`src/rtl/pwma_pkg.sv`:
```
// Package with the constants, payload types and codes of the weighted moving average block.
`timescale 1ns / 1ps
package pwma_pkg;

    localparam int HISTORY_DEPTH  = 16;
    localparam int CURSOR_SLOTS   = 8;
    localparam int QUEUE_DEPTH    = 2;
    localparam int POS_W          = 24;
    localparam int LEN_W          = 5;
    localparam int ID_W           = 16;
    localparam logic [LEN_W-1:0] HIST_LEN_RESET = LEN_W'(10);

    localparam int SLOT_W  = (CURSOR_SLOTS > 1) ? $clog2(CURSOR_SLOTS) : 1;
    localparam int PTR_W   = (HISTORY_DEPTH > 1) ? $clog2(HISTORY_DEPTH) : 1;
    localparam int CNT_W   = $clog2(HISTORY_DEPTH + 1);
    localparam int WS_W    = $clog2(HISTORY_DEPTH * (HISTORY_DEPTH + 1) / 2 + 1);
    localparam int ACC_W   = POS_W + WS_W + 1;
    localparam int DCNT_W  = $clog2(ACC_W + 1);
    localparam int HIST_W  = 3 * POS_W;
    localparam int RAM_DEPTH = CURSOR_SLOTS * HISTORY_DEPTH;
    localparam int ADDR_W  = (RAM_DEPTH > 1) ? $clog2(RAM_DEPTH) : 1;
    localparam int QP_W    = (QUEUE_DEPTH > 1) ? $clog2(QUEUE_DEPTH) : 1;
    localparam int QC_W    = $clog2(QUEUE_DEPTH + 1);

    localparam logic CMD_SAMPLE = 1'b0;
    localparam logic CMD_REMOVE = 1'b1;

    typedef enum logic [1:0] {
        ST_AVERAGED = 2'd0,
        ST_REMOVED  = 2'd1,
        ST_UNKNOWN  = 2'd2,
        ST_NO_SLOT  = 2'd3
    } t_status;

    typedef struct packed {
        logic                    command;
        logic [ID_W-1:0]         cursor_id;
        logic signed [POS_W-1:0] pos_x;
        logic signed [POS_W-1:0] pos_y;
        logic signed [POS_W-1:0] pos_z;
    } t_in;

    typedef struct packed {
        logic signed [POS_W-1:0] avg_x;
        logic signed [POS_W-1:0] avg_y;
        logic signed [POS_W-1:0] avg_z;
        logic [LEN_W-1:0]        samples_used;
        logic [1:0]              status;
    } t_out;

    typedef struct packed {
        t_status                 status;
        logic [SLOT_W-1:0]       slot;
        logic [PTR_W-1:0]        wr_ptr;
        logic [PTR_W-1:0]        rd_ptr;
        logic [CNT_W-1:0]        n;
        logic [WS_W-1:0]         wsum;
        logic signed [POS_W-1:0] pos_x;
        logic signed [POS_W-1:0] pos_y;
        logic signed [POS_W-1:0] pos_z;
    } t_job;

endpackage

```
`src/rtl/pwma_fifo.sv`:
```
// Short job queue between the front and back parts.
`timescale 1ns / 1ps
module pwma_fifo (
    input  logic           i_clk,
    input  logic           i_rst_n,
    input  logic           i_push,
    input  pwma_pkg::t_job i_job,
    output logic           o_full,
    input  logic           i_pop,
    output logic           o_empty,
    output pwma_pkg::t_job o_job
);
    import pwma_pkg::*;

    t_job             r_mem [QUEUE_DEPTH];
    logic [QP_W-1:0]  r_wp, r_rp;
    logic [QC_W-1:0]  r_cnt;
    logic             do_push, do_pop;

    assign o_full  = (r_cnt == QC_W'(QUEUE_DEPTH));
    assign o_empty = (r_cnt == '0);
    assign do_push = i_push && !o_full;
    assign do_pop  = i_pop && !o_empty;
    assign o_job   = r_mem[r_rp];

    always_ff @(posedge i_clk) begin
        if (do_push) begin
            r_mem[r_wp] <= i_job;
        end
        if (!i_rst_n) begin
            r_wp  <= '0;
            r_rp  <= '0;
            r_cnt <= '0;
        end else begin
            if (do_push) begin
                r_wp <= (r_wp == QP_W'(QUEUE_DEPTH - 1)) ? '0 : r_wp + 1'b1;
            end
            if (do_pop) begin
                r_rp <= (r_rp == QP_W'(QUEUE_DEPTH - 1)) ? '0 : r_rp + 1'b1;
            end
            r_cnt <= r_cnt + QC_W'(do_push) - QC_W'(do_pop);
        end
    end

    a_cnt_bound: assert property (@(posedge i_clk) disable iff (!i_rst_n)
        r_cnt <= QC_W'(QUEUE_DEPTH))
        else $error("queue count exceeds its depth");
    a_push_grows: assert property (@(posedge i_clk) disable iff (!i_rst_n)
        (do_push && !do_pop) |=> (r_cnt == $past(r_cnt) + 1'b1))
        else $error("queue count did not grow on push");
    a_pop_shrinks: assert property (@(posedge i_clk) disable iff (!i_rst_n)
        (do_pop && !do_push) |=> (r_cnt == $past(r_cnt) - 1'b1))
        else $error("queue count did not shrink on pop");
endmodule

```
`config.mk`:
```
export PLATFORM = sky130hd
export DESIGN_NAME = pwma_fifo
export DESIGN_NICKNAME = d
export VERILOG_FILES = /design/src/rtl/pwma_pkg.sv /design/src/rtl/pwma_fifo.sv
export SDC_FILE = /design/constraint.sdc
export NUM_CORES = 1
export LEC_CHECK = 0
export BUFFER_PORTS_ARGS = -buffer_cell sky130_fd_sc_hd__buf_2
export CAP_MARGIN = 10
export CORE_MARGIN = 3
export CORE_UTILIZATION = 52
export CTS_BUF_LIST = sky130_fd_sc_hd__clkbuf_16
export CTS_CLUSTER_SIZE = 40
export DETAILED_ROUTE_END_ITERATION = 10
export GPL_TIMING_DRIVEN = 0
export PLACE_DENSITY = 0.79
export SYNTH_ARGS = -nofsm -noshare
export SYNTH_HDL_FRONTEND = slang
export SYNTH_SLANG_ARGS = --single-unit
```
`constraint.sdc`:
```
create_clock -name i_clk -period 6.1 [get_ports i_clk]
set_input_delay 0.305 -clock i_clk [delete_from_list [all_inputs] [get_ports i_clk]]
set_output_delay 0.305 -clock i_clk [all_outputs]
set_load 0.05 [all_outputs]
```
# ---- After elaboration in Yosys (flattened, before gate mapping)
# Memories as Yosys holds them, arrays and structs flattened. A register that Yosys moved wholly into a read port is not among the register bits.
# Index checks and enable logic that the tools add are counted.
dict set report classes {
  add_sub_neg 4
  eq_ne 1
  mux 6
  reduce_logical 5
}
# operator n
set ops {}
lappend ops {{$mux W1} 6}
lappend ops {{$add A1 B1 Y1 const B} 2}
lappend ops {{$add A2 B1 Y2} 1}
lappend ops {{$eq A2 B2 Y1 const B} 1}
lappend ops {{$logic_and A1 B1 Y1} 2}
lappend ops {{$logic_not A1 Y1} 2}
lappend ops {{$logic_not A2 Y1} 1}
lappend ops {{$sub A2 B1 Y2} 1}
dict set report word_totals {
  ff_bits 4
  mem_bits_rw 196
  input_bits 102
  out_inout_bits 100
  word_cells 20
  mem_count 1
}
# memory words width rd rd_ports_with_merged_regs wr line_no
set memory_table {}
lappend memory_table {r_mem 2 98 1 1 1 pwma_fifo.sv:15} ;# t_job r_mem [QUEUE_DEPTH];

# ---- Longest topological paths before layout
dict set report depth {
  word_depth 5
  ltp_mapped 8
  mapped_depth_nobuf 8
}

# ---- Least setup slack after synthesis
# Ideal clock, no wire load.
dict set report synth_timing {
  path_kind {register to register}
  start {reg r_cnt[0]}
  end {mem r_mem[0][0] (netlist bit) (enable)}
  setup_time_ps 555
  arrival_time_ps 4670
  required_ps 5545
  slack_ps 875
  path_stages_with_launch 4
  n_path_buf 0
  period_less_slack_ps 5225
  cell_sequence {dfxtp_1 nand2b_1 nand2_1 nor2_1}
}
dict set report synth_via {
  elab_chain_cells 5
}
# element line_no
set synth_lines {}
lappend synth_lines {{start: declaration} pwma_fifo.sv:17} ;# logic [QC_W-1:0] r_cnt;
lappend synth_lines {{start signal: assignment} pwma_fifo.sv:41} ;# r_cnt <= r_cnt + QC_W'(do_push) - QC_W'(do_pop);
lappend synth_lines {{$eq A2 B2 Y1} pwma_fifo.sv:20} ;# assign o_full = (r_cnt == QC_W'(QUEUE_DEPTH));
lappend synth_lines {{$logic_not A1 Y1} pwma_fifo.sv:22} ;# assign do_push = i_push && !o_full;
lappend synth_lines {{$logic_and A1 B1 Y1} pwma_fifo.sv:22}
lappend synth_lines {{$mux W1} pwma_fifo.sv:27} ;# if (do_push) begin
lappend synth_lines {{$mux W1 (implied by the code)} pwma_fifo.sv:28} ;# r_mem[r_wp] <= i_job;
lappend synth_lines {{end: declaration} pwma_fifo.sv:15}
# Every way passes these cells.

==> run_results.csv <==
group,metric,value,unit
min_path,worstHoldPathType,"primary input to flip-flop",
route,detail_route.first_pass.iterations,4,
placed_design,gp_congestion,0.744,
timing,post-route-min-period,2.12,ns
final_layout,final_area,9300,sq um
route,ant_nets,0,
die,start_util,0.544,
final_layout,fillerInstances,926,
power,power_frac_seq,0.388,
setup_path,r2r-start,"r_cnt[0]",
final_layout,syn_to_final_growth,26.0,%
synth,synth_seq_cells,201,
synth,synth_nets,436,
power,powerDensity,508,nW/um^2
timing,finalHoldViolCount,0,
route,routedWlPerCell,17.2,um
clocking,cts_tree,"yes",
power,switchingPower,1.79,mW
die,rows,42,
global_routing,grtUsageTotal,0.161,
clocking,path_clk_slew,0.06,ns
global_routing,grt_pass1_vias,4064,
power,p_int,2.93,mW
placed_design,portBuffers,201,
setup_path,cpPeakStageDelay,0.32,ns
global_routing,grt.overflow.total,0,
setup_path,r2r_slack,4.11,ns
timing,tightest_slew,0.724,ns
route,viasPerCell,5.01,
global_routing,grt_antenna_before_repair,1,
synth,synthFlopType,"edfxtp_1",
final_layout,diodes,0,
timing,setup_viol,0,
setup_path,cp_max_fo,10,
clocking,cts_root_buf,"clkbuf_16",
die,die_w,125,um
timing,fin_ws,3.98,ns
die,die_y,125,um
clocking,cts_buffer_depth,3,
global_routing,grt_first_pass_wirelength,20300,um
synth,syn_inst,332,
clocking,cts_max_level,1,
synth,yosysMostFrequentCell,"edfxtp_1",
setup_path,critPathArrivalTime,1.82,ns
placed_design,post-dp-hpwl,9060,um
setup_path,cpMaxStageDelayCell,"dfxtp_1",
timing,skew,0.00549,ns
setup_path,reg2reg_depth,5,
route,drc,0,
synth,seq_area_frac_synth,0.811,
synth,synth.top_cell.area_share,0.798,
route,num_vias,3750,
die,num_io_pins,202,
timing,slew_violations,0,
final_layout,stdcell_count,748,
placed_design,placed_cell_area,8710,sq um
synth,yosys-top-cells-count,"196 x edfxtp_1, 78 x mux2_2, 20 x mux2_4, 7 x buf_2",
synth,ys_types,18,
setup_path,crit_chain,"buf_6 > buf_6 > buf_6 > mux2_4 > buf_2",
timing,worst_slew_margin_rel,0.518,
route,drt-total-wl,12900,um
synth,netlist_area,7380,sq um
die,dieArea,15700,sq um
synth,yosysWarningCount,0,
synth,synth_edf_count,196,
final_layout,multi_input_area,1310,sq um
route,first_iter_violations,185,
setup_path,endpoint_kind,"output pin",
setup_path,required,5.79,ns
power,combPwrFrac,0.386,
setup_path,crit_top_cell,"buf_6",
setup_path,reg2reg_to,"r_mem[0][68]",
power,power.total,4.72,mW
global_routing,grt_max_degree,51,
timing,fin_setup_tns,0,ns
synth,syn_area_per_cell,22.2,sq um
job,cap_violations,0,
clocking,insertion_delay,0.47,ns
final_layout,post-route-util,0.686,
placed_design,place_inst,713,
power,worst_ir_drop_vdd,0.000306,V
placed_design,dp_slack,4.08,ns
synth,synth_async_sr_flop_share,0,
final_layout,drive_above_1_share,0.596,
setup_path,crit_path_start_kind,"flip-flop",
synth,synth_top_area_cell,"edfxtp_1",
final_layout,nets,663,
power,p_clk_frac,0.226,
power,p_sw_frac,0.380,
status,status,"finished, final reports clean",
setup_path,endpoint,"o_job[80]",
timing,worst_hold_slack,0.0204,ns
clocking,clock-sinks,201,
clocking,ctsResizeCount,0,
synth,synthTopCellsByArea,"edfxtp_1 80%, mux2_2 12%, mux2_4 4.1%",
timing,fin_crit_sh,0.348,
die,core,13600,sq um
clocking,cts_hold_buf,0,
setup_path,crit_type,"flip-flop to output pin",
timing,rsz0062_at_grt,"false",
clocking,postCtsSetupBuffers,0,
clocking,cts_buffers,20,
timing,fmax,471,MHz
power,p_leak,3.58,nW
final_layout,seq_area,5990,sq um
[power groups by stage]
stage	registers (mW)	clock network, mW	logic (mW)
after floorplan	1.87	0	1.43
after global placement	1.90	0	1.78
after detailed placement	1.86	0	1.84
after CTS	1.83	1.10	1.85
after global routing	1.85	1.16	1.91
final	1.83	1.07	1.82
[state kept, by name (all words and copies together) (netlist names), named ones only]
| register | count |
|---|---|
| r_cnt | 2 |
| r_mem | 196 |
| r_rp | 1 |
| r_wp | 1 |
[routing by layer]
layer / vias up / GRT usage / wire length (um) / share of wire
met5: - / 0 / 13 / 0.0010
met4: 2 / 0.0415 / 234 / 0.018
met3: 26 / 0.0550 / 1210 / 0.094
met2: 163 / 0.286 / 6440 / 0.50
met1: 1792 / 0.188 / 4960 / 0.39
li1: 1767 / - / - / -
[kinds of logic (layout without fill, tap and decap cells)]
group | after synthesis | count (layout) | synth area share
AO/OA/AOI/OAI | 1 | 1 | 0.00102
XOR/XNOR | 2 | 2 | 0.00237
adder cells (fa/ha/maj) | 2 | 2 | 0.00339
buffers and inverters | 14 | 254 | 0.0124
flip-flops | 201 | 201 | 0.811
multiplexers | 99 | 99 | 0.161
AND/OR/NAND/NOR | 13 | 13 | 0.00848
[area by class of cell]
| type | count | share of cell area |
|---|---|---|
| clock inverters | 14 | 0.00619 |
| multi-input cells | 117 | 0.141 |
| repair buffers | 205 | 0.118 |
| well taps | 176 | 0.0237 |
| clock buffers | 21 | 0.0565 |
| inverters | 3 | 0.00121 |
| plain buffers | 11 | 0.00861 |
| flip-flops and latches | 201 | 0.644 |
[placed cells by master, fill, tap and decap left out, types with 2 or more instances in the layout]
cell       count
and2_1         2
buf_12         2
buf_16         2
buf_2        208
buf_6          4
clkbuf_16     21
clkinv_1       6
clkinv_2       4
dfxtp_1        5
edfxtp_1     196
ha_1           2
inv_1          7
mux2_2        78
mux2_4        20
nand2_1        2
nand2b_1       2
nor2_1         4
[worst min-delay path by stage]
stage	from	end	slack, ns	cells after the start
2_1_floorplan	i_job[0]	r_mem[0][0]	0.40	0
6_report	i_job[70]	r_mem[0][70]	0.02	1
5_1_grt	i_job[83]	r_mem[0][83]	0.0003	1
3_3_place_gp	r_wp	r_wp	0.46	2
4_1_cts	i_job[25]	r_mem[0][25]	0.006	1
3_5_place_dp	i_job[47]	r_mem[1][47]	0.50	1
[worst max-delay path, delay by kind of cell (launching register included)]
family	cells	cell delay (ns)
mux	1	0.32
buf+inv	4	0.70
flops	1	0.32
No activity file was read; power rests on OpenSTA's default activity.
