File: src/rtl/pwma_pkg.sv
// Package with the constants, payload types and codes of the weighted moving average block.
`timescale 1ns / 1ps
package pwma_pkg;

    localparam int HISTORY_DEPTH  = 16;
    localparam int CURSOR_SLOTS   = 8;
    localparam int QUEUE_DEPTH    = 2;
    localparam int POS_W          = 24;
    localparam int LEN_W          = 5;
    localparam int ID_W           = 16;
    localparam logic [LEN_W-1:0] HIST_LEN_RESET = LEN_W'(10);

    localparam int SLOT_W  = (CURSOR_SLOTS > 1) ? $clog2(CURSOR_SLOTS) : 1;
    localparam int PTR_W   = (HISTORY_DEPTH > 1) ? $clog2(HISTORY_DEPTH) : 1;
    localparam int CNT_W   = $clog2(HISTORY_DEPTH + 1);
    localparam int WS_W    = $clog2(HISTORY_DEPTH * (HISTORY_DEPTH + 1) / 2 + 1);
    localparam int ACC_W   = POS_W + WS_W + 1;
    localparam int DCNT_W  = $clog2(ACC_W + 1);
    localparam int HIST_W  = 3 * POS_W;
    localparam int RAM_DEPTH = CURSOR_SLOTS * HISTORY_DEPTH;
    localparam int ADDR_W  = (RAM_DEPTH > 1) ? $clog2(RAM_DEPTH) : 1;
    localparam int QP_W    = (QUEUE_DEPTH > 1) ? $clog2(QUEUE_DEPTH) : 1;
    localparam int QC_W    = $clog2(QUEUE_DEPTH + 1);

    localparam logic CMD_SAMPLE = 1'b0;
    localparam logic CMD_REMOVE = 1'b1;

    typedef enum logic [1:0] {
        ST_AVERAGED = 2'd0,
        ST_REMOVED  = 2'd1,
        ST_UNKNOWN  = 2'd2,
        ST_NO_SLOT  = 2'd3
    } t_status;

    typedef struct packed {
        logic                    command;
        logic [ID_W-1:0]         cursor_id;
        logic signed [POS_W-1:0] pos_x;
        logic signed [POS_W-1:0] pos_y;
        logic signed [POS_W-1:0] pos_z;
    } t_in;

    typedef struct packed {
        logic signed [POS_W-1:0] avg_x;
        logic signed [POS_W-1:0] avg_y;
        logic signed [POS_W-1:0] avg_z;
        logic [LEN_W-1:0]        samples_used;
        logic [1:0]              status;
    } t_out;

    typedef struct packed {
        t_status                 status;
        logic [SLOT_W-1:0]       slot;
        logic [PTR_W-1:0]        wr_ptr;
        logic [PTR_W-1:0]        rd_ptr;
        logic [CNT_W-1:0]        n;
        logic [WS_W-1:0]         wsum;
        logic signed [POS_W-1:0] pos_x;
        logic signed [POS_W-1:0] pos_y;
        logic signed [POS_W-1:0] pos_z;
    } t_job;

endpackage

File: src/rtl/pwma_front.sv
// Front part: slot lookup, slot table update and job classification.
`timescale 1ns / 1ps
module pwma_front (
    input  logic                     i_clk,
    input  logic                     i_rst_n,
    input  logic                     i_valid,
    input  pwma_pkg::t_in            i_item,
    input  logic [pwma_pkg::LEN_W-1:0] i_hist_len,
    input  logic                     i_full,
    output logic                     o_push,
    output pwma_pkg::t_job           o_job
);
    import pwma_pkg::*;

    logic              r_valid [CURSOR_SLOTS];
    logic [ID_W-1:0]   r_id    [CURSOR_SLOTS];
    logic [CNT_W-1:0]  r_count [CURSOR_SLOTS];
    logic [PTR_W-1:0]  r_wptr  [CURSOR_SLOTS];

    logic              hit, free_ok, take;
    logic [SLOT_W-1:0] hit_idx, free_idx, sel;
    logic [CNT_W-1:0]  eff_len, old_cnt, n_cnt;
    logic [CNT_W:0]    cnt1;
    logic [PTR_W-1:0]  old_wp, wp_new, rd_start;
    logic [PTR_W+1:0]  rd_tmp;

    always_comb begin
        hit      = 1'b0;
        free_ok  = 1'b0;
        hit_idx  = '0;
        free_idx = '0;
        for (int s = 0; s < CURSOR_SLOTS; s++) begin
            if (r_valid[s] && r_id[s] == i_item.cursor_id && !hit) begin
                hit     = 1'b1;
                hit_idx = SLOT_W'(s);
            end
            if (!r_valid[s] && !free_ok) begin
                free_ok  = 1'b1;
                free_idx = SLOT_W'(s);
            end
        end
    end

    always_comb begin
        if (i_hist_len == '0) begin
            eff_len = CNT_W'(1);
        end else if (int'(i_hist_len) > HISTORY_DEPTH) begin
            eff_len = CNT_W'(HISTORY_DEPTH);
        end else begin
            eff_len = CNT_W'(i_hist_len);
        end
    end

    assign sel     = hit ? hit_idx : free_idx;
    assign old_cnt = hit ? r_count[sel] : '0;
    assign old_wp  = hit ? r_wptr[sel] : '0;
    assign cnt1    = {1'b0, old_cnt} + 1'b1;
    assign n_cnt   = (cnt1 > {1'b0, eff_len}) ? eff_len : cnt1[CNT_W-1:0];
    assign wp_new  = (old_wp == PTR_W'(HISTORY_DEPTH - 1)) ? '0 : old_wp + 1'b1;
    assign rd_tmp  = (PTR_W+2)'(wp_new) + (PTR_W+2)'(HISTORY_DEPTH) - (PTR_W+2)'(n_cnt);
    assign rd_start = (rd_tmp >= (PTR_W+2)'(HISTORY_DEPTH))
                    ? PTR_W'(rd_tmp - (PTR_W+2)'(HISTORY_DEPTH)) : PTR_W'(rd_tmp);

    assign take   = i_valid && !i_full;
    assign o_push = take;

    always_comb begin
        o_job        = '0;
        o_job.slot   = sel;
        o_job.wr_ptr = old_wp;
        o_job.rd_ptr = rd_start;
        o_job.n      = n_cnt;
        o_job.wsum   = WS_W'((32'(n_cnt) * (32'(n_cnt) + 32'd1)) >> 1);
        o_job.pos_x  = i_item.pos_x;
        o_job.pos_y  = i_item.pos_y;
        o_job.pos_z  = i_item.pos_z;
        if (i_item.command == CMD_REMOVE) begin
            o_job.status = hit ? ST_REMOVED : ST_UNKNOWN;
        end else begin
            o_job.status = (hit || free_ok) ? ST_AVERAGED : ST_NO_SLOT;
        end
    end

    always_ff @(posedge i_clk) begin
        if (!i_rst_n) begin
            for (int s = 0; s < CURSOR_SLOTS; s++) begin
                r_valid[s] <= 1'b0;
                r_id[s]    <= '0;
                r_count[s] <= '0;
                r_wptr[s]  <= '0;
            end
        end else if (take) begin
            if (i_item.command == CMD_REMOVE) begin
                if (hit) begin
                    r_valid[hit_idx] <= 1'b0;
                end
            end else if (hit || free_ok) begin
                r_valid[sel] <= 1'b1;
                r_id[sel]    <= i_item.cursor_id;
                r_count[sel] <= n_cnt;
                r_wptr[sel]  <= wp_new;
            end
        end
    end
endmodule

File: config.mk
export PLATFORM = sky130hd
export DESIGN_NAME = pwma_front
export DESIGN_NICKNAME = d
export VERILOG_FILES = /design/src/rtl/pwma_pkg.sv /design/src/rtl/pwma_front.sv
export SDC_FILE = /design/constraint.sdc
export NUM_CORES = 1
export LEC_CHECK = 0
export BUFFER_PORTS_ARGS = -buffer_cell sky130_fd_sc_hd__buf_2
export CORE_ASPECT_RATIO = 0.8
export CORE_MARGIN = 10
export CORE_UTILIZATION = 45
export CTS_BUF_LIST = sky130_fd_sc_hd__clkbuf_16
export DETAILED_ROUTE_END_ITERATION = 8
export PLACE_DENSITY = 0.79
export SKIP_CTS_REPAIR_TIMING = 1
export SLEW_MARGIN = 15
export SYNTH_ARGS = -nofsm -noshare
export SYNTH_HDL_FRONTEND = slang
export SYNTH_SLANG_ARGS = --single-unit
export TNS_END_PERCENT = 10
File: constraint.sdc
create_clock -name i_clk -period 9.38 [get_ports i_clk]
set_input_delay 0.469 -clock i_clk [delete_from_list [all_inputs] [get_ports i_clk]]
set_output_delay 0.469 -clock i_clk [all_outputs]
set_load 0.02 [all_outputs]
# Word level (Yosys, flattened, before mapping)
# Memory sizes are Yosys's and may differ from the RTL's.
# Cells that the tools add are included.
[word_totals] mem_bits_rw=208 in_bits=98 register_bits=0 n_memories=4 out_inout_bits=99
[mem_list] memory="r_id" depth=8 width=16 rd=8 rd_clocked_by_memory_dff=0 write_ports=8 line="pwma_front.sv:16" text="logic [ID_W-1:0] r_id [CURSOR_SLOTS];"
[mem_list] memory="r_count" depth=8 width=5 rd=1 rd_clocked_by_memory_dff=0 write_ports=8 line="pwma_front.sv:17" text="logic [CNT_W-1:0] r_count [CURSOR_SLOTS];"
[mem_list] memory="r_wptr" depth=8 width=4 rd=1 rd_clocked_by_memory_dff=0 write_ports=8 line="pwma_front.sv:18" text="logic [PTR_W-1:0] r_wptr [CURSOR_SLOTS];"
[mem_list] memory="r_valid" depth=8 width=1 rd=8 rd_clocked_by_memory_dff=0 write_ports=8 line="pwma_front.sv:15" text="logic r_valid [CURSOR_SLOTS];"
[op_classes] reduce_logical=51 n_addsub=6 mux=67 n_mul=1 n_lt_le_gt_ge=3 n_eq_ne=9
[op_table] cell="$eq 16x16->1" count=8
[op_table] cell="$mux 3" count=16
[op_table] cell="$mux 1" count=36
[op_table] cell="$mux 5" count=5
[op_table] cell="$logic_and 1x1->1" count=23
[op_table] cell="$logic_not 1->1" count=21
[op_table] cell="$mux 16" count=1
[op_table] cell="$mux 4" count=4
[op_table] cell="$reduce_or 16->1" count=1
[op_table] cell="$add 5x1->6 const B" count=2
[op_table] cell="$mux 2" count=5
[op_table] cell="$mul 5x6->9" count=1
[op_table] cell="$add 4x5->6 const B" count=1
[op_table] cell="$ge 6x5->1 const B" count=1
[op_table] cell="$gt 6x5->1" count=1
[op_table] cell="$sub 6x5->6" count=1
[op_table] cell="$gt 5x5->1 const B" count=1
[op_table] cell="$logic_not 5->1" count=1
[op_table] cell="$reduce_or 5->1" count=1
[op_table] cell="$add 4x1->4 const B" count=1
[op_table] cell="$eq 4x4->1 const B" count=1
[op_table] cell="$reduce_or 4->1" count=1
[op_table] cell="$sub 4x1->4 const B" count=1
[op_table] cell="$reduce_or 1->1" count=2
[op_table] cell="$logic_or 1x1->1" count=1

# Logic depth before layout (Yosys ltp)
# Gate-level depths: netlist of the first run.
# An unclocked memory read counts as a cell.
[depth] depth_word=34 ltp_mapped=50

# Least setup slack after synthesis of the first run
# No wires, ideal clock.
[synth_path] path_kind="in2out" from="input port i_item[82] in the netlist's numbering" to="output port o_job[79] in the netlist's numbering" arrival_time_ps=9584 path_stages=44 slack_ps=-673 t_required_ps=8911 cell_sequence="buf_2 -> xor2_1 -> or4_1 -> or4_1 -> o22a_1 -> a21o_1 -> a21o_2 -> inv_2 -> buf_1 -> nand2b_1 -> nand4b_1 -> inv_1 -> ha_1 -> ha_1 -> nor2b_1 -> o21a_1 -> o21a_1 -> o21ai_0 -> (+8 left out) -> nand3_1 -> o211ai_1 -> inv_1 -> ha_1 -> nor2_1 -> fa_1 -> fa_1 -> inv_1 -> fa_1 -> inv_1 -> ha_1 -> inv_1 -> nor2_1 -> nor2_1 -> o21bai_1 -> a21oi_1 -> xnor2_1 -> xnor2_2"
[synth_rtl] item="start, declared" line="pwma_front.sv:7" text="input pwma_pkg::t_in i_item,"
[synth_rtl] item="end, declared" line="pwma_front.sv:11" text="output pwma_pkg::t_job o_job"

==> results of run 1 <==
[layout make-up]
type                    instances  area [sq um]  area share (%)
multi-input cells             860          6266           40.29
flip-flops and latches        208          6166           39.65
repair buffers                255          1864           11.99
clock buffers                  21         525.5           3.379
well taps                     370         462.9           2.977
inverters                      41         170.2           1.094
clock inverters                16         93.84          0.6034
diodes                          1         2.502         0.01609
[report_power, final]
| group | leakage, nW | total [W] | internal [W] | switching (W) |
|---|---|---|---|---|
| Combinational | 3.82 | 0.000265 | 0.000112 | 0.000153 |
| Sequential | 2.06 | 0.00107 | 0.00105 | 0.0000179 |
| Clock | 0.330 | 0.000784 | 0.000432 | 0.000352 |
[cells by family (layout without fill, tap and decap cells)]
| family | count (synthesis) | in the layout | share of synthesized area, % |
|---|---|---|---|
| and+or+nand+nor | 533 | 533 | 22.45 |
| DFF | 208 | 208 | 46.89 |
| other | 0 | 1 | 0 |
| AOI/OAI and AO/OA | 130 | 130 | 7.346 |
| muxes | 13 | 13 | 1.075 |
| buffers and inverters | 187 | 333 | 8.098 |
| adders and majority gates | 40 | 40 | 4.491 |
| xor gates and xnor gates | 144 | 144 | 9.649 |
[cell usage in the layout (no fill, tap or decap), drive strengths merged, types with 4 or more instances in the layout]
| cell | netlist | final |
|---|---|---|
| a211o | 7 | 7 |
| a211oi | 15 | 15 |
| a21boi | 5 | 5 |
| a21o | 7 | 7 |
| a21oi | 17 | 17 |
| a31oi | 7 | 7 |
| and2 | 102 | 102 |
| and3 | 61 | 61 |
| and4 | 4 | 4 |
| buf | 109 | 255 |
| clkbuf | 37 | 21 |
| clkinv | 1 | 8 |
| dfxtp | 8 | 8 |
| edfxtp | 200 | 200 |
| fa | 12 | 12 |
| ha | 28 | 28 |
| inv | 40 | 47 |
| mux2 | 6 | 6 |
| mux2i | 7 | 7 |
| nand2 | 74 | 74 |
| nand2b | 6 | 6 |
| nand3 | 46 | 46 |
| nand4 | 34 | 34 |
| nand4b | 6 | 6 |
| nor2 | 110 | 110 |
| nor2b | 4 | 4 |
| nor3 | 19 | 19 |
| nor3b | 6 | 6 |
| nor4 | 13 | 13 |
| nor4b | 7 | 7 |
| o211ai | 10 | 10 |
| o21a | 4 | 4 |
| o21ai | 19 | 19 |
| o21bai | 4 | 4 |
| or2 | 11 | 11 |
| or3 | 5 | 5 |
| or4 | 13 | 13 |
| or4b | 4 | 4 |
| xnor2 | 101 | 101 |
| xor2 | 43 | 43 |
[layer usage]
metal | wire length (um) | global-route usage [%]
met5 | 0 | 0
met3 | 5082 | 6.270
met1 | 16060 | 28.57
met4 | 1371 | 7.291
met2 | 17540 | 31.38
[sequential cells by signal (all words and copies together) (netlist names)]
| name | flops |
|---|---|
| r_valid | 8 |
| r_count | 40 |
| r_id | 128 |
| r_wptr | 32 |
[worst max-delay path: cells and delay by family (launching register included)]
kind	cells	cell delay [ns]
xor+xnor	3	0.53
flops	1	0.39
mux	2	0.63
compound gates	10	1.62
fa+ha+maj	8	2.69
buf+inv	9	0.80
simple gates	10	2.01
[worst max path at each step]
stage	from	end	slack [ns]	cells past startpoint
2_1_floorplan	i_item[72]	o_job[79]	0.006	44
4_1_cts	r_id[3][13]	o_job[79]	-0.74	44
5_1_grt	r_id[7][4]	o_job[79]	-0.68	42
3_3_place_gp	i_item[85]	o_job[79]	-0.38	44
3_5_place_dp	i_item[85]	o_job[79]	-0.57	46
6_report	r_id[4][6]	o_job[79]	-0.29	42
[stage by stage]
step | total power, W | hold WS [ns]
global placement | 0.001332 | 0.5890
finish | 0.002121 | 0.3891
global route | 0.002185 | 0.3998
CTS | 0.002108 | 0.3677
detailed placement | 0.001339 | 0.6050
floorplan | 0.001272 | 0.5009
==> results.ini, run 1 <==
[cells_and_area]
fill_cells = 2359
final_cells = 1772
final_cell_area_sq_um = 15550
nets = 1525
drive_gt1_share_pct = 25.98
syn2layout_area_growth_pct = 18.27
final_util_pct = 54.45

[clock_network]
root_buffer = clkbuf_16
htree_levels = 1
cts.sinks = 208
clk_pin_slew_ns = 0.06
tritoncts = built
clk_path_buf_depth = 3
clock_latency_ns = 0.52
numCtsBuffers = 21

[setup_path]
cp-start-kind = flop
cp.arrival_ns = 9.20
rrSetupSlack_ns = 3.00
timing.rr.end = r_id[4][9]
crit_slowest_cell = or4_4
cp_max_fo = 5
reg2reg_depth = 16
required_ns = 8.91
crit_path_frequent_cell = ha_4
critical_path_class = flop to primary output
critPathMaxStageDelay_ns = 0.58
reg2reg_from = r_id[0][7]
worstSetupEndpointType = primary output

[route]
vias = 10560
drc = 0
drtAntennaViolNets = 0
viasPerCell = 5.962
drtIter0Drc = 1241
firstDrtPassIters = 6
wirelength_um = 40050
wl_per_cell_um = 22.60

[placed_design]
placedCellCount = 1721
pre_cts_slack_ns = -0.5704
place.port_buffers = 52
place.gp.congestion = 1.006
dpl.hpwl_um = 29590
dpl-instance-area_sq_um = 14530

[pwr]
p_per_area_nw_per_um2 = 136.4
leakage_nw = 6.203
irDropWorstVdd_uv = 153.5

[floorplanning]
die_w_um = 211.1
fp.coreArea_sq_um = 28560
start_util_pct = 46.04
ios = 197
fp.dieH_um = 172.9
core.rowCount = 55
dieArea_sq_um = 36500

[synthesis]
ys.flop_type = edfxtp_1
ys_seq_elements = 208
yosysWarnings = 0
netlist_instances = 1255
synth_edf_count = 200
netlist_area_sq_um = 13150
synth.top_cell.area_share_pct = 45.68
async_flop_share_pct = 0
synth_commonest_cells = 200 x edfxtp_1, 110 x nor2_1, 101 x and2_1, 100 x xnor2_1, 74 x buf_4
yosysMostFrequentCell = edfxtp_1
netlist_top_cells_area = edfxtp_1 46%, xnor2_1 6.7%, and2_1 4.8%, buf_4 4.2%, nor2_1 3.1%
synth.avg_cell_area_sq_um = 10.48
synth_cell_types = 89
synth_top_area_cell = edfxtp_1
syn-num-nets = 1393
seq_area_frac_synth_pct = 46.89

[global_routing]
track_usage_pct = 21.10
overflow = 0
grt_pass1_vias = 10440
grt_first_pass_wirelength_um = 60800
grt_start_max_net_pins = 39
antenna_found_initial = 1

[run_status]
failed_checks = setup timing
status = finished, violations left

[timing]
slew_headroom_pct = 21.90
rsz0062_at_grt = true
fin_skew_ns = 0.01860
fin_ws_ns = -0.2864
tightestPinTransition_ns = 1.169
setup-violations-final = 2
period_needed_ns = 9.666
finalCritPeriodShare_pct = 103.1
drv_slew = 0
hold_viol_final = 0
fin_setup_tns_ns = -0.3106
max_freq_mhz = 103.5

[worst_hold_path]
hold_start = i_rst_n
holdPathEnd = r_valid[3]
hold_path_class = input pin to flop
min_path_cells = 3

[run]
maxCapViolations = 0

Note: power is estimated with default switching activity, not from simulation.
==> run 2: changes to the inputs <==
- ABC_CLOCK_PERIOD_IN_PS: default -> 9380
- BUFFER_PORTS_ARGS: -buffer_cell sky130_fd_sc_hd__buf_2 -> default
- DONT_BUFFER_PORTS: default -> 1
- PLACE_DENSITY: 0.79 -> 0.73
==> run 2 against run 1 <==
Effect of this change: the run still ends with setup timing left; clock skew increased by 0.0087 ns; critical path type unchanged; critical path depth increased by 2; sequential cell count did not move.
==> results.ini, run 2 (same netlist as run 1, synthesis figures left out) <==
[clock_network]
tritoncts = built
htree_levels = 1
root_buffer = clkbuf_16
cts.sinks = 208
clk_path_buf_depth = 3
numCtsBuffers = 22
clock_latency_ns = 0.53
clk_pin_slew_ns = 0.07

[placed_design]
dpl.hpwl_um = 27590
place.port_buffers = 0
place.gp.congestion = 0.9549
dpl-instance-area_sq_um = 13480

[global_routing]
grt_start_max_net_pins = 26
overflow = 0
track_usage_pct = 20.41
antenna_found_initial = 0
grt_first_pass_wirelength_um = 58080
grt_pass1_vias = 9399

[timing]
fin_ws_ns = -0.2470
max_freq_mhz = 103.9
finalCritPeriodShare_pct = 102.6
fin_setup_tns_ns = -0.2470
rsz0062_at_grt = true
drv_slew = 0
fin_skew_ns = 0.02732
hold_viol_final = 0
tightestPinTransition_ns = 1.022
setup-violations-final = 1
period_needed_ns = 9.627
whs_ns = 0.08605
slew_headroom_pct = 30.98

[route]
vias = 9803
viasPerCell = 6.066
drc = 0
firstDrtPassIters = 7
drtAntennaViolNets = 0
wl_per_cell_um = 23.86
wirelength_um = 38560
drtIter0Drc = 1068

[pwr]
p_clk_share_pct = 40.4
internal-power_w = 0.001617
p_per_area_nw_per_um2 = 145.8
switching_share_pct = 23.72
leakage_nw = 5.475
power_switching_w = 0.0005028
combPwrFrac_pct = 9.1
p_total_w = 0.002120
power.share.sequential_pct = 50.6
irDropWorstVdd_uv = 155.7

[floorplanning]
fp.coreArea_sq_um = 28560
ios = 197
fp.dieH_um = 172.9
start_util_pct = 46.04
core.rowCount = 55
dieArea_sq_um = 36500
die_w_um = 211.1

[setup_path]
critical_path_class = flop to primary output
crit_slowest_cell = or4_4
crit_path_frequent_cell = inv_2
rrSetupSlack_ns = 3.06
cp_max_fo = 5
worstSetupEndpointType = primary output
cp-start-kind = flop
critPathMaxStageDelay_ns = 0.58
cp.arrival_ns = 9.16
required_ns = 8.91

[run_status]
failed_checks = setup timing
status = finished, violations left

[cells_and_area]
antenna_cells = 0
final_common_cell = edfxtp_1
drive_gt1_share_pct = 17.66
nets = 1371
max_flop_register = r_id
fill_cells = 2423
layout_common_cells = 200 x edfxtp_1, 103 x nor2_1, 101 x and2_1
largestRegisters = r_id x128, r_count x40, r_wptr x32
final_cell_area_sq_um = 14540
largest_reg_flops = 128
syn2layout_area_growth_pct = 10.60

[worst_hold_path]
hold_path_class = input pin to flop

[run]
maxCapViolations = 0

-- run 2: cell count changes in the layout (fill, tap and decap cells not counted), sizes merged --
cell      previous run  this run
buf                255       100
inv                 47        44
bufinv               1         2
clkbuf              21        22
clkinvlp             1         2
diode                1         0
-- run 2: layout make-up --
cell class	instances	area [sq um]	area share, %
Inverter	41	165.2	1.136
Clock inverter	15	147.6	1.015
Tap cell	370	462.9	3.183
Clock buffer	22	550.5	3.786
Multi-Input combinational cell	860	6296	43.29
Sequential cell	208	6166	42.40
Timing Repair Buffer	100	754.5	5.188
-- run 2: metal layers --
layer | global-route usage, % | part of all wire [%]
met1 | 28.79 | 42
met2 | 30.20 | 43
met3 | 5.475 | 12
met4 | 5.303 | 2.6
met5 | 0 | 0
-- run 2: worst paths after layout --
path | start | to | cells after the start
setup / recovery | r_id[4][2] | o_job[79] | 44
hold / removal | i_rst_n | r_valid[5] | 1
setup reg to reg | r_id[4][2] | r_id[4][12] | 15
hold reg to reg | r_valid[3] | r_valid[3] | 2
-- run 2: power by group through the flow --
stage	logic [W]	clock network, W	registers (W)
floorplan	0.000188	0	0.00108
global placement	0.000178	0	0.00109
detailed placement	0.000180	0	0.00109
CTS	0.000182	0.000862	0.00107
global route	0.000207	0.000896	0.00107
finish	0.000192	0.000856	0.00107
-- run 2: critical path: cells and delay by family, from the launching register on --
family | cells | cell delay (ns)
fa+ha+maj | 8 | 2.62
simple gates | 11 | 2.06
compound gates | 8 | 1.30
buf+inv | 11 | 0.96
xor+xnor | 4 | 0.68
mux | 2 | 0.62
flops | 1 | 0.41
-- run 2: metrics by stage --
stage	util, %	std cells	setup slack (ns)
final	50.92	1616	-0.2470
after global routing	50.92	1616	-0.6737
after CTS	49.64	1608	-0.7714
after detailed placement	47.20	1571	-0.2733
after global placement	47.18	1571	-0.2808
after floorplan	-	1255	0.006215
